--- src/design/csrb_pkg.sv ---
// Package for the sorted-edge CSR builder: request, status and state codes,
// configuration indexes, fixed field widths and the result record.
// No dependencies.
`timescale 1ns / 1ps

package csrb_pkg;

  localparam int REQ_W     = 3;
  localparam int STATUS_W  = 3;
  localparam int DATA_W    = 32;
  localparam int IDX_W     = 13;
  localparam int NVCFG_W   = 11;
  localparam int CFG_IDX_W = 1;

  localparam logic [NVCFG_W-1:0] NUM_VERTICES_RST = NVCFG_W'(1024);

  typedef enum logic [REQ_W-1:0] {
    REQ_BEGIN    = 3'd0,
    REQ_EDGE     = 3'd1,
    REQ_FINISH   = 3'd2,
    REQ_READ_ROW = 3'd3,
    REQ_READ_COL = 3'd4
  } req_t;

  typedef enum logic [STATUS_W-1:0] {
    STAT_OK     = 3'd0,
    STAT_RANGE  = 3'd1,
    STAT_ORDER  = 3'd2,
    STAT_FULL   = 3'd3,
    STAT_BADIDX = 3'd4
  } status_t;

  typedef enum logic [CFG_IDX_W-1:0] {
    CFG_BASE_VERTEX  = 1'b0,
    CFG_NUM_VERTICES = 1'b1
  } cfg_idx_t;

  typedef enum logic [1:0] {
    S_IDLE,
    S_FILL,
    S_READ
  } state_t;

  typedef struct packed {
    logic              valid;
    logic [DATA_W-1:0] value;
    status_t           status;
  } res_t;

endpackage

--- src/design/csrb_ctrl.sv ---
// Sequencer of the CSR builder: configuration registers, edge count, row
// fill walk and read handling over the row-pointer and column RAMs.
// Depends on csrb_pkg.
`timescale 1ns / 1ps

module csrb_ctrl
  import csrb_pkg::*;
#(
  parameter int MAX_VERTICES = 1024,
  parameter int MAX_EDGES    = 4096,
  parameter int RP_AW        = $clog2(MAX_VERTICES + 1),
  parameter int CS_AW        = (MAX_EDGES > 1) ? $clog2(MAX_EDGES) : 1,
  parameter int CNT_W        = $clog2(MAX_EDGES + 1)
) (
  input  logic                 clk,
  input  logic                 rst_n,
  input  logic                 start,
  output logic                 busy,
  input  logic [REQ_W-1:0]     in_req_type,
  input  logic [DATA_W-1:0]    in_source_vertex,
  input  logic [DATA_W-1:0]    in_target_vertex,
  input  logic [IDX_W-1:0]     in_read_index,
  input  logic                 cfg_we,
  input  logic [CFG_IDX_W-1:0] cfg_index,
  input  logic [DATA_W-1:0]    cfg_wdata,
  output logic                 rp_we,
  output logic [RP_AW-1:0]     rp_waddr,
  output logic [CNT_W-1:0]     rp_wdata,
  output logic                 rp_re,
  output logic [RP_AW-1:0]     rp_raddr,
  input  logic [CNT_W-1:0]     rp_rdata,
  output logic                 cs_we,
  output logic [CS_AW-1:0]     cs_waddr,
  output logic [DATA_W-1:0]    cs_wdata,
  output logic                 cs_re,
  output logic [CS_AW-1:0]     cs_raddr,
  input  logic [DATA_W-1:0]    cs_rdata,
  output res_t                 res
);

  state_t               state_r, state_nxt;
  logic [DATA_W-1:0]    base_vertex_r;
  logic [NVCFG_W-1:0]   num_vertices_r;
  logic [CNT_W-1:0]     edge_count_r, edge_count_nxt;
  logic [RP_AW-1:0]     next_row_r, next_row_nxt;
  logic [RP_AW-1:0]     fill_idx_r, fill_idx_nxt;
  logic [RP_AW-1:0]     fill_last_r, fill_last_nxt;
  logic                 fill_edge_r, fill_edge_nxt;
  logic [DATA_W-1:0]    target_r, target_nxt;
  logic                 rd_col_r, rd_col_nxt;
  res_t                 res_r, res_nxt;

  logic [RP_AW-1:0]     nv;
  logic [DATA_W-1:0]    nv32;
  logic [DATA_W-1:0]    next32;
  logic [DATA_W-1:0]    cnt32;
  logic [DATA_W-1:0]    idx32;
  logic [DATA_W-1:0]    local32;
  logic [DATA_W-1:0]    local_p1;

  always_comb begin
    if (DATA_W'(num_vertices_r) > DATA_W'(MAX_VERTICES)) begin
      nv = RP_AW'(MAX_VERTICES);
    end else begin
      nv = RP_AW'(num_vertices_r);
    end
  end

  assign nv32     = DATA_W'(nv);
  assign next32   = DATA_W'(next_row_r);
  assign cnt32    = DATA_W'(edge_count_r);
  assign idx32    = DATA_W'(in_read_index);
  assign local32  = in_source_vertex - base_vertex_r;
  assign local_p1 = local32 + DATA_W'(1);
  assign busy     = (state_r != S_IDLE);
  assign res      = res_r;

  always_ff @(posedge clk) begin
    if (!rst_n) begin
      base_vertex_r  <= '0;
      num_vertices_r <= NUM_VERTICES_RST;
    end else if (cfg_we) begin
      case (cfg_index)
        CFG_BASE_VERTEX:  base_vertex_r  <= cfg_wdata;
        CFG_NUM_VERTICES: num_vertices_r <= cfg_wdata[NVCFG_W-1:0];
        default: ;
      endcase
    end
  end

  always_ff @(posedge clk) begin
    if (!rst_n) begin
      state_r      <= S_IDLE;
      edge_count_r <= '0;
      next_row_r   <= '0;
      res_r        <= '0;
    end else begin
      state_r      <= state_nxt;
      edge_count_r <= edge_count_nxt;
      next_row_r   <= next_row_nxt;
      res_r        <= res_nxt;
    end
  end

  always_ff @(posedge clk) begin
    fill_idx_r   <= fill_idx_nxt;
    fill_last_r  <= fill_last_nxt;
    fill_edge_r  <= fill_edge_nxt;
    target_r     <= target_nxt;
    rd_col_r     <= rd_col_nxt;
  end

  always_comb begin
    state_nxt      = state_r;
    edge_count_nxt = edge_count_r;
    next_row_nxt   = next_row_r;
    fill_idx_nxt   = fill_idx_r;
    fill_last_nxt  = fill_last_r;
    fill_edge_nxt  = fill_edge_r;
    target_nxt     = target_r;
    rd_col_nxt     = rd_col_r;
    res_nxt.valid  = 1'b0;
    res_nxt.value  = '0;
    res_nxt.status = STAT_OK;
    rp_we          = 1'b0;
    rp_waddr       = fill_idx_r;
    rp_wdata       = edge_count_r;
    rp_re          = 1'b0;
    rp_raddr       = RP_AW'(idx32);
    cs_we          = 1'b0;
    cs_waddr       = CS_AW'(edge_count_r);
    cs_wdata       = in_target_vertex;
    cs_re          = 1'b0;
    cs_raddr       = CS_AW'(idx32);

    case (state_r)
      S_IDLE: begin
        if (start) begin
          case (in_req_type)
            REQ_BEGIN: begin
              edge_count_nxt = '0;
              next_row_nxt   = '0;
              res_nxt.valid  = 1'b1;
            end
            REQ_EDGE: begin
              res_nxt.valid = 1'b1;
              if ((in_source_vertex < base_vertex_r) || (local32 >= nv32)) begin
                res_nxt.status = STAT_RANGE;
              end else if (local_p1 < next32) begin
                res_nxt.status = STAT_ORDER;
              end else if (cnt32 >= DATA_W'(MAX_EDGES)) begin
                res_nxt.status = STAT_FULL;
              end else if (local_p1 > next32) begin
                res_nxt.valid = 1'b0;
                state_nxt     = S_FILL;
                fill_idx_nxt  = next_row_r;
                fill_last_nxt = RP_AW'(local32);
                fill_edge_nxt = 1'b1;
                target_nxt    = in_target_vertex;
              end else begin
                cs_we          = 1'b1;
                edge_count_nxt = edge_count_r + CNT_W'(1);
              end
            end
            REQ_FINISH: begin
              if (next32 <= nv32) begin
                state_nxt     = S_FILL;
                fill_idx_nxt  = next_row_r;
                fill_last_nxt = nv;
                fill_edge_nxt = 1'b0;
              end else begin
                res_nxt.valid = 1'b1;
              end
            end
            REQ_READ_ROW: begin
              if (idx32 <= nv32) begin
                rp_re      = 1'b1;
                rd_col_nxt = 1'b0;
                state_nxt  = S_READ;
              end else begin
                res_nxt.valid  = 1'b1;
                res_nxt.status = STAT_BADIDX;
              end
            end
            REQ_READ_COL: begin
              if ((idx32 < cnt32) && (idx32 < DATA_W'(MAX_EDGES))) begin
                cs_re      = 1'b1;
                rd_col_nxt = 1'b1;
                state_nxt  = S_READ;
              end else begin
                res_nxt.valid  = 1'b1;
                res_nxt.status = STAT_BADIDX;
              end
            end
            default: begin
              res_nxt.valid = 1'b1;
            end
          endcase
        end
      end
      S_FILL: begin
        rp_we = 1'b1;
        if (fill_idx_r == fill_last_r) begin
          res_nxt.valid = 1'b1;
          state_nxt     = S_IDLE;
          if (fill_edge_r) begin
            cs_we          = 1'b1;
            cs_wdata       = target_r;
            edge_count_nxt = edge_count_r + CNT_W'(1);
            next_row_nxt   = fill_last_r + RP_AW'(1);
          end
        end else begin
          fill_idx_nxt = fill_idx_r + RP_AW'(1);
        end
      end
      S_READ: begin
        res_nxt.valid = 1'b1;
        res_nxt.value = rd_col_r ? cs_rdata : DATA_W'(rp_rdata);
        state_nxt     = S_IDLE;
      end
      default: begin
        state_nxt = S_IDLE;
      end
    endcase
  end

endmodule
--- config.mk ---
export PLATFORM = sky130hd
export DESIGN_NAME = csrb_ctrl
export DESIGN_NICKNAME = d
export VERILOG_FILES = /design/src/design/csrb_pkg.sv /design/src/design/csrb_ctrl.sv
export SDC_FILE = /design/constraint.sdc
export NUM_CORES = 1
export LEC_CHECK = 0
export BUFFER_PORTS_ARGS = -buffer_cell sky130_fd_sc_hd__buf_2
export CAP_MARGIN = 20
export CORE_ASPECT_RATIO = 1.4
export CORE_UTILIZATION = 47
export CTS_CLUSTER_SIZE = 40
export DETAILED_ROUTE_END_ITERATION = 16
export GPL_TIMING_DRIVEN = 0
export PLACE_DENSITY = 0.83
export SKIP_LAST_GASP = 1
export SYNTH_ARGS = -nofsm -noshare
export SYNTH_HDL_FRONTEND = slang
export SYNTH_SLANG_ARGS = --single-unit
--- constraint.sdc ---
create_clock -name clk -period 19.5 [get_ports clk]
set_clock_uncertainty 0.15 [all_clocks]
set_input_delay 2.925 -clock clk [delete_from_list [all_inputs] [get_ports clk]]
set_output_delay 2.925 -clock clk [all_outputs]
set_load 0.02 [all_outputs]
==> impl_results.md, run 1 <==
* Status: complete, no violations
* Final count of hold timing violations at 0
* H-Tree Level Count at 4
* Area share of the largest cell type after synthesis at 0.183
* Leading area contributor after synthesis: dfxtp_1
* Ys async rst share at 0
* Worst-Skew Late Latency at 0.44 ns
* GRT Util Overall at 0.274
* Average vias per placed instance at 5.69
* WL/cell at 17.2 um
* Cells after DPL at 1976
* Inserted Diodes at 0
* Setup violators final at 0
* Ys flop type: dfxtp_1
* Pin count of the biggest net entering global routing at 18
* Largest family of logic cells by synthesized area: simple AND/OR/NAND/NOR gates
* Chip height at 187 um
* Worst Tran Pin Value at 0.963 ns
* Xor/xnor cell area share of the yosys netlist at 0.0488
* # Post-CTS Setup Buffers at 0
* PwrDens at 67.5 nW/um^2
* Crit Path Class: primary input to primary output
* Final antenna-violating net count at 0
* Initial DRT Pass Iterations at 7
* Max Clock Freq at 92.6 MHz
* CTS tree: yes
* Simple-gate area share of the yosys netlist at 0.214
* Design Power at 0.946 mW
* Die Width at 134 um
* Worst-path clk slew at 0.08 ns
* Cell Count, Final, Fillers Out at 2008
* Post-synthesis cell type count at 91
* Relative slew slack at 0.354
* Final worst path period share at 0.554
* Crit. End Element: primary output
* Routed WL at 34.6 mm
* Rows at 67
* Congestion Overflow GR at 0
* Critical Path Start Type: primary input
* Port bufs at 292
* Clock buffer count from CTS at 17
* Post-synth EDFFs at 56
* DRC viols at 0
* Post-synthesis cell count at 1368
* Yosys warns at 0
* Syn Nets at 1624
* Starting Density at 0.479
* Mux cell area share after synthesis at 0.0493
* VDD IR max at 0.0674 mV
* Final WS setup at 8.71 ns
* FF+latch count, synth at 161
* Avg Inst Size Synth at 8.39 sq um
* Main area contributors after synthesis: dfxtp_1 18%, edfxtp_1 15%, ha_1 10%
* Setup_tns at 0 ns
* First-pass GRT wire length at 54.2 mm
* Core footprint at 24000 sq um
* Cts hold-fix bufs at 0
* Hold WC Path Type: flip-flop to flip-flop
* Antenna violations before repair at 0
* Post-Syn Area at 11500 sq um
* Max-cap violations at 0
* Seq/Total Area, Yosys at 0.330
* Place WS at 8.79 ns
* RSZ-0062 raised after global routing: no
* Vias at 11433
* Most common cell after layout, fill and taps aside: buf_2
* IO Count at 294
* Routability cong. at 0.937
* DP Wirelength at 28.2 mm
* Die area at 25100 sq um
* Leakage power at 5.86 nW
* Post-CTS sizing at 0
* Final Max Slew Viols at 0
* CTS max path bufs at 2
* First DRT Iteration DRCs at 743
* Syn-to-layout area delta at 22.1%
* Layout cells sized above 1 at 0.271
* Post-Synth Adder-Cell Area at 0.103
* Final Net Count at 1941
* Synth Area in Compound Gates at 0.180
* Required @ worst endpoint at 16.43 ns
* Most frequent cells in the layout: 304 x buf_2, 182 x nand2_1, 116 x a21oi_1, 105 x dfxtp_1, 93 x ha_1
* Max FO, Critical Path at 9
* CTS root buffer: clkbuf_16
* CTS sink count at 161
* CP arrival at 7.72 ns
* Vias in the first global route at 10946
* Period minus WS final at 10.79 ns
==> cells by family (layout without fill, tap and decap cells) <==
kind of cell / Yosys count / count (layout)
xor+xnor: 64 / 64
fa+ha+maj: 94 / 94
buf+inv: 176 / 506
simple gates: 502 / 502
mux: 52 / 52
compound gates: 319 / 319
flops: 161 / 161
==> final timing paths <==
| kind | from | end | slack, ns | cells past startpoint |
|---|---|---|---|---|
| worst min register to register | base_vertex_r[19]$_SDFFE_PN0P_ | base_vertex_r[19]$_SDFFE_PN0P_ | 0.31 | 2 |
| worst max-delay path | in_source_vertex[0] | cs_we | 8.71 | 19 |
| worst max register to register | base_vertex_r[9]$_SDFFE_PN0P_ | fill_last_r[8]$_DFFE_PP_ | 13.81 | 15 |
| worst min-delay path | base_vertex_r[19]$_SDFFE_PN0P_ | base_vertex_r[19]$_SDFFE_PN0P_ | 0.31 | 2 |
==> per-layer routing <==
layer / part of all wire / wire length (um) / GRT usage
met2: 0.51 / 17500 / 0.495
met4: 0.052 / 1810 / 0.156
met5: 0 / 0 / 0
met1: 0.38 / 13200 / 0.300
met3: 0.059 / 2040 / 0.0434
==> registers in the layout, summed over array words and instances, names as in the netlist <==
name and flops:
state_r 2, target_r 32, rd_col_r 1, rp_waddr 11, base_vertex_r 32, num_vertices_r 11, next_row_r 11, fill_last_r 11
res 36, fill_edge_r 1, rp_wdata 13
==> through the flow <==
stage | cell area [sq um] | hold slack [ns] | utilization
4_1_cts | 14000 | 0.307 | 0.584
3_5_place_dp | 13400 | 0.297 | 0.559
2_1_floorplan | 11500 | 0.282 | -
6_report | 14000 | 0.306 | 0.584
3_3_place_gp | 13300 | 0.293 | 0.556
5_1_grt | 14000 | 0.333 | 0.584
==> worst max-delay path, cell delays in order <==
cell,delay [ns]
buf_2,0.10
inv_1,0.06
ha_1,0.16
inv_1,0.06
fa_1,0.41
a211oi_2,0.32
o31ai_4,0.18
a21oi_1,0.19
xor2_1,0.31
inv_1,0.14
ha_1,0.33
nand3_1,0.12
nand3_1,0.07
or4_1,0.42
a2111oi_0,0.41
nand4_1,0.35
nand2b_1,0.37
o41ai_1,0.54
buf_2,0.25
==> report_power, final <==
group / switching, mW / internal (mW) / leakage, nW / total, mW
Clock: 0.155 / 0.185 / 0.293 / 0.340
Sequential: 0.00580 / 0.355 / 1.36 / 0.360
Combinational: 0.148 / 0.0965 / 4.20 / 0.245
==> area by class of cell <==
class,instances,area [sq um]
inverters,88,332
fillers,2171,9960
multi-input cells,1031,6850
well taps,310,388
clock inverters,13,131
flip-flops and latches,161,3780
plain buffers,88,538
repair buffers,298,1520
clock buffers,19,475
==> cells in the mapped netlist (3+ instances only) <==
cell	count
a2111oi_0	3
a211o_1	4
a211oi_1	8
a21boi_0	4
a21o_1	18
a21oi_1	116
a31oi_1	9
and2_1	22
and3_1	11
buf_1	5
buf_2	11
buf_4	35
clkbuf_1	30
clkbuf_8	3
dfxtp_1	105
edfxtp_1	56
ha_1	93
inv_1	85
mux2_2	36
mux2i_1	16
nand2_1	182
nand2b_1	13
nand3_1	42
nand4_1	32
nor2_1	89
nor2b_1	9
nor3_1	33
nor3b_1	4
nor4_1	12
nor4_2	3
o2111ai_1	4
o211ai_1	20
o21a_1	24
o21ai_0	58
o21ai_1	4
o21bai_1	5
o311a_1	3
o31ai_1	5
or2_2	7
or3_1	16
or4_1	8
xnor2_1	35
xor2_1	29
Power figures use the tool's default switching activity.
==> inputs of run 2 (changes only) <==
--- a/config.mk
+++ b/config.mk
@@ -5,6 +5,7 @@
 export SDC_FILE = /design/constraint.sdc
 export NUM_CORES = 1
 export LEC_CHECK = 0
+export ABC_AREA = 1
 export BUFFER_PORTS_ARGS = -buffer_cell sky130_fd_sc_hd__buf_2
 export CAP_MARGIN = 20
 export CORE_ASPECT_RATIO = 1.4
@@ -12,7 +13,7 @@
 export CTS_CLUSTER_SIZE = 40
 export DETAILED_ROUTE_END_ITERATION = 16
 export GPL_TIMING_DRIVEN = 0
-export PLACE_DENSITY = 0.83
+export PLACE_DENSITY = 0.82
 export SKIP_LAST_GASP = 1
 export SYNTH_ARGS = -nofsm -noshare
 export SYNTH_HDL_FRONTEND = slang
==> constraint.sdc (replaced) <==
create_clock -name clk -period 10 [get_ports clk]
set_clock_uncertainty 0.15 [all_clocks]
set_input_delay 1.5 -clock clk [delete_from_list [all_inputs] [get_ports clk]]
set_output_delay 1.5 -clock clk [all_outputs]
set_load 0.02 [all_outputs]
==> run 2 against run 1 <==
Sequential share of layout area is 1.8 points lower. Hold slack better by 0.0017 ns. Final cell count increased by 22%. Final area up 6.9%. First-iteration DRC count fell by 2.6%. Highest routed layer is now met5. Critical path depth grew 2. Total power up 110%.
==> impl_results.md, run 2 <==
* Clock buffer count from CTS at 17
* Main area contributors after synthesis: dfxtp_1 17%, nand2_1 14%, edfxtp_1 13%
* Final antenna-violating net count at 0
* Post-CTS sizing at 0
* Worst Tran Pin Value at 1.05 ns
* Critical Path Start Type: primary input
* Worst-Skew Late Latency at 0.44 ns
* CTS root buffer: clkbuf_16
* Chip height at 195 um
* Average vias per placed instance at 5.14
* # Post-CTS Setup Buffers at 0
* Count leader, synth: nand2_1
* Place WS at 3.09 ns
* PwrDens at 131 nW/um^2
* Cell count of the worst reg-to-reg path at 20
* Layout cells sized above 1 at 0.248
* Period minus WS final at 6.89 ns
* First-pass GRT wire length at 61.3 mm
* Syn Nets at 2058
* Post-Syn Area at 12500 sq um
* Final worst path period share at 0.689
* Congestion Overflow GR at 0
* Starting Density at 0.478
* Most common cell after layout, fill and taps aside: nand2_1
* Vias at 12620
* Port bufs at 293
* Post-synth top cells: 457 x nand2_1, 276 x inv_1, 151 x nor2_1
* Seq/Total Area, Yosys at 0.302
* Max-cap violations at 0
* Cts hold-fix bufs at 0
* Initial DRT Pass Iterations at 9
* H-Tree Level Count at 4
* Final WS setup at 3.11 ns
* RSZ-0062 raised after global routing: no
* DRC viols at 0
* Pin count of the biggest net entering global routing at 24
* Vias in the first global route at 12310
* Yosys warns at 0
* Rows at 70
* Ys flop type: dfxtp_1
* CTS sink count at 161
* Met2 global-route usage at 0.544
* Most frequent cells in the layout: 457 x nand2_1, 294 x buf_2, 277 x inv_1, 150 x nor2_1, 112 x a21oi_1
* Post-synthesis cell count at 1802
* Largest register FFs at 36
* Relative slew slack at 0.300
* Routed WL at 38.8 mm
* VDD IR max at 0.124 mV
* Die area at 27300 sq um
* Crit Path Class: primary input to primary output
* FF+latch count, synth at 161
* Hold Path Depth at 2
* Hold WC Path Type: flip-flop to flip-flop
* GRT Util Overall at 0.292
* Avg Inst Size Synth at 6.95 sq um
* Area share of the largest cell type after synthesis at 0.168
* WL/cell at 15.8 um
* Required @ worst endpoint at 8.35 ns
* CTS tree: yes
* Syn-to-layout area delta at 19.6%
* CTS max path bufs at 2
* Met3 global-route usage at 0.0370
* DP Wirelength at 32.6 mm
* Max FO, Critical Path at 4
* IO Count at 294
* Status: complete, no violations
* Die Width at 140 um
* Max Clock Freq at 145 MHz
* Leakage power at 7.51 nW
* CP arrival at 5.24 ns
* Crit. End Element: primary output
* GR Layer Usage met1 at 0.309
* Final Net Count at 2372
* Final count of hold timing violations at 0
* Core footprint at 26200 sq um
* Leading area contributor after synthesis: dfxtp_1
* Setup violators final at 0
* Post-synthesis cell type count at 53
* Worst hold slack at 0.308 ns
* First DRT Iteration DRCs at 724
* Ys async rst share at 0
* Post-synth EDFFs at 56
* Routability cong. at 0.944
* Setup_tns at 0 ns
* GRT busiest layer: met2
* Worst-path clk slew at 0.07 ns
* Antenna violations before repair at 2
* Final Max Slew Viols at 0
## run 2: changes by cell type in the layout (fill, tap and decap cells not counted), moves of 20 or more
cell     before  now
inv_1        85  277
inv_2         0   20
nand2_1     182  457
nand2_2       0   39
nand3_1      42   96
nand3_2       1   25
nor2_1       89  150
o21a_1       24    3
o21ai_0      58   78
xnor2_1      35    8
## run 2: path summary, 6_finish.rpt
| path | endpoint | slack, ns | startpoint |
|---|---|---|---|
| setup / recovery | cs_we | 3.11 | in_source_vertex[0] |
| hold / removal | base_vertex_r[20]$_SDFFE_PN0P_ | 0.31 | base_vertex_r[20]$_SDFFE_PN0P_ |
| setup reg to reg | fill_last_r[7]$_DFFE_PP_ | 5.03 | num_vertices_r[6]$_SDFFE_PN0P_ |
| hold reg to reg | base_vertex_r[20]$_SDFFE_PN0P_ | 0.31 | base_vertex_r[20]$_SDFFE_PN0P_ |
## run 2: report_power, final
part | internal, mW | leakage (nW) | switching, mW
logic | 0.216 | 5.87 | 0.410
clock network | 0.324 | 0.275 | 0.301
registers | 0.702 | 1.37 | 0.0139
total | 1.24 | 7.51 | 0.725
## run 2: worst max-delay path: stages
cell and delay, ns:
buf_2 0.10, inv_1 0.05, ha_1 0.13, inv_1 0.09, fa_1 0.59, ha_1 0.21
inv_1 0.05, nor2_1 0.18, nand3_2 0.12, nor2_2 0.19, xnor2_1 0.14, inv_1 0.05
ha_1 0.27, nand2_1 0.07, nor2_1 0.20, nand4_1 0.22, nor3b_1 0.25, o21a_1 0.22
nand4_1 0.16, o21ai_0 0.24, buf_2 0.21
## run 2: logic make-up (layout without fill, tap and decap cells)
group,after synthesis,in the layout,share of synthesized area
flops,161,161,0.302
simple gates,872,872,0.322
mux,32,32,0.0288
buf+inv,368,695,0.122
xor+xnor,31,31,0.0217
other cells,0,1,0
fa+ha+maj,94,94,0.0945
compound gates,244,244,0.109
## run 2: per-layer routing
metal  part of all wire  wire [um]  vias up
li1                   -          -     6410
met1               0.38      14600     5654
met2               0.51      19900      442
met3              0.049       1890      112
met4              0.059       2290        2
met5            0.00044         17        -
## run 2: cell type report
cell class	count	area, sq um
tap	324	405
buffer	67	399
timing repair buffer	295	1500
clock inverter	15	121
multi-input combinational	1273	7220
clock buffer	17	425
antenna	1	2.50
inverter	301	1130
fill	2480	11200
sequential	161	3780
## run 2: through the flow
stage | util | cells | total power, mW | cell area, sq um
6_report | 0.572 | 2454 | 1.97 | 15000
5_1_grt | 0.572 | 2454 | 2.08 | 15000
4_1_cts | 0.572 | 2453 | 1.98 | 15000
3_5_place_dp | 0.551 | 2421 | 1.35 | 14400
3_3_place_gp | 0.550 | 2419 | 1.33 | 14400
2_1_floorplan | - | 1802 | 1.17 | 12500
==> inputs of run 3 (changes only) <==
--- a/config.mk
+++ b/config.mk
@@ -13,7 +13,7 @@
 export CTS_CLUSTER_SIZE = 40
 export DETAILED_ROUTE_END_ITERATION = 16
 export GPL_TIMING_DRIVEN = 0
-export PLACE_DENSITY = 0.82
+export PLACE_DENSITY = 0.85
 export SKIP_LAST_GASP = 1
 export SYNTH_ARGS = -nofsm -noshare
 export SYNTH_HDL_FRONTEND = slang
==> constraint.sdc (replaced) <==
create_clock -name clk -period 5.9 [get_ports clk]
set_clock_uncertainty 0.15 [all_clocks]
set_input_delay 0.885 -clock clk [delete_from_list [all_inputs] [get_ports clk]]
set_output_delay 0.885 -clock clk [all_outputs]
set_load 0.02 [all_outputs]
==> run 3 against run 2 <==
Final cell count is essentially flat. Combinational power grew 71%. Total power grew 70%. Critical path depth is the same. Register-to-register slack lost 4.1 ns. Hold slack gained 0.0018 ns. Core utilization grew 0.076 points. Via count grew 1.5%. First-iteration DRC count grew 1.4%.
==> impl_results.md, run 3 (synthesized netlist as in run 2, its figures left out) <==
* Status: complete, no violations
* Final count of hold timing violations at 0
* Placed cell area at 14400 sq um
* Setup violators final at 0
* Final antenna-violating net count at 0
* First DRT Iteration DRCs at 734
* Average vias per placed instance at 5.22
* RSZ-0062 raised after global routing: no
* Critical Path Start Type: primary input
* Routed WL at 39.2 mm
* Util after Layout at 0.573
* Pin count of the biggest net entering global routing at 22
* Clock buffer count from CTS at 17
* H-Tree Level Count at 4
* Place WS at 0.0249 ns
* Period minus WS final at 5.64 ns
* Rows at 70
* Leakage power at 7.50 nW
* Required @ worst endpoint at 4.87 ns
* Layout cells sized above 1 at 0.250
* Die Width at 140 um
* Vias at 12815
* Starting Density at 0.478
* Syn-to-layout area delta at 19.8%
* Worst-Skew Late Latency at 0.44 ns
* Sw Pwr at 1.23 mW
* Ordered cell list for the critical path: buf_2, inv_1, ha_1, inv_1, fa_2, ha_1, inv_1, nor2_1, nand3_2, nor2_2, xnor2_1, inv_1, ha_1, nand2_1, nor2_1, nand4_1, nor3b_1, o21a_2, nand4_1, o21ai_2, buf_2
* Congestion Overflow GR at 0
* Antenna violations before repair at 1
* Internal at 2.11 mW
* Comb pwr share at 0.322
* Setup_tns at 0 ns
* IO Count at 294
* Cell Count, Final, Fillers Out at 2455
* Cells after DPL at 2421
* Max-cap violations at 0
* Worst-path clk slew at 0.07 ns
* Die area at 27300 sq um
* Crit. End Element: primary output
* DP Wirelength at 32.6 mm
* Final WS setup at 0.261 ns
* Routability cong. at 0.956
* CTS root buffer: clkbuf_16
* Seq pwr share at 0.363
* Worst Tran Pin Value at 0.825 ns
* First-pass GRT wire length at 61.1 mm
* Max Clock Freq at 177 MHz
* Critical-path top delay cell: fa_2
* VDD IR max at 0.196 mV
* Core footprint at 26200 sq um
* Multi-input logic area at 7230 sq um
* Crit Path Class: primary input to primary output
* CTS max path bufs at 2
* Port bufs at 293
* WL/cell at 16.0 um
* CTS tree: yes
* # Post-CTS Setup Buffers at 0
* Chip height at 195 um
* Final Max Slew Viols at 0
* Relative slew slack at 0.446
* GRT Util Overall at 0.289
* Hold WC Path Type: flip-flop to flip-flop
* Design Power at 3.34 mW
* CP arrival at 4.60 ns
* Final instance area at 15000 sq um
* Fillers at 2471
* Vias in the first global route at 12424
* DRC viols at 0
* Worst hold slack at 0.310 ns
* Most frequent cells in the layout: 457 x nand2_1, 294 x buf_2, 276 x inv_1, 150 x nor2_1, 112 x a21oi_1
* Switching share of power at 0.369
* CP max stage delay at 0.60 ns
* CTS sink count at 161
* Max FO, Critical Path at 4
* Final worst path period share at 0.956
* Initial DRT Pass Iterations at 6
* PwrDens at 223 nW/um^2
* Largest register FFs at 36
* Final Net Count at 2373
* Most common cell after layout, fill and taps aside: nand2_1
* FF+latch area at 3780 sq um
* Most common cell on crit path: inv_1
* Clock power frac at 0.315
* Cts hold-fix bufs at 0
-- run 3: worst max-delay path, delay by kind of cell --
family / cells / cell delay, ns
AND/OR/NAND/NOR: 8 / 1.39
AO/OA/AOI/OAI: 2 / 0.41
adder cells (fa/ha/maj): 4 / 1.20
XOR/XNOR: 1 / 0.15
buffers and inverters: 6 / 0.55
-- run 3: final timing paths --
| check | from | end | depth (start not counted) | slack [ns] |
|---|---|---|---|---|
| max | in_source_vertex[0] | cs_we | 21 | 0.26 |
| min | base_vertex_r[14]$_SDFFE_PN0P_ | base_vertex_r[14]$_SDFFE_PN0P_ | 2 | 0.31 |
| max reg2reg | num_vertices_r[6]$_SDFFE_PN0P_ | target_r[24]$_DFFE_PP_ | 19 | 0.97 |
| min reg2reg | base_vertex_r[14]$_SDFFE_PN0P_ | base_vertex_r[14]$_SDFFE_PN0P_ | 2 | 0.31 |
-- run 3: repair_timing --
item | 4_1_cts | 5_1_grt
gates cloned | 0 | 0
resized for setup | 1 | 4
pin swaps | 0 | 1
setup endpoints to repair | 1 | 1
-- run 3: layout make-up --
class | count | share of cell area
repair buffers | 296 | 0.101
multi-input cells | 1273 | 0.482
clock buffers | 18 | 0.0286
clock inverters | 14 | 0.00775
inverters | 301 | 0.0753
diodes | 1 | 0.000167
plain buffers | 67 | 0.0266
flip-flops and latches | 161 | 0.252
well taps | 324 | 0.0270
-- run 3: per-layer routing --
| metal | global-route usage | wire (um) | vias to the layer above |
|---|---|---|---|
| li1 | - | - | 6422 |
| met1 | 0.295 | 14700 | 5791 |
| met2 | 0.539 | 19900 | 487 |
| met3 | 0.0488 | 2310 | 115 |
| met4 | 0.185 | 2340 | 0 |
| met5 | 0 | 0 | - |
-- run 3: power groups by stage --
stage / logic, mW / registers [mW] / clock network (mW)
after floorplan: 0.743 / 1.24 / 0
after global placement: 1.02 / 1.24 / 0
after detailed placement: 1.05 / 1.24 / 0
after CTS: 1.06 / 1.21 / 1.07
after global routing: 1.20 / 1.22 / 1.11
final: 1.07 / 1.21 / 1.05
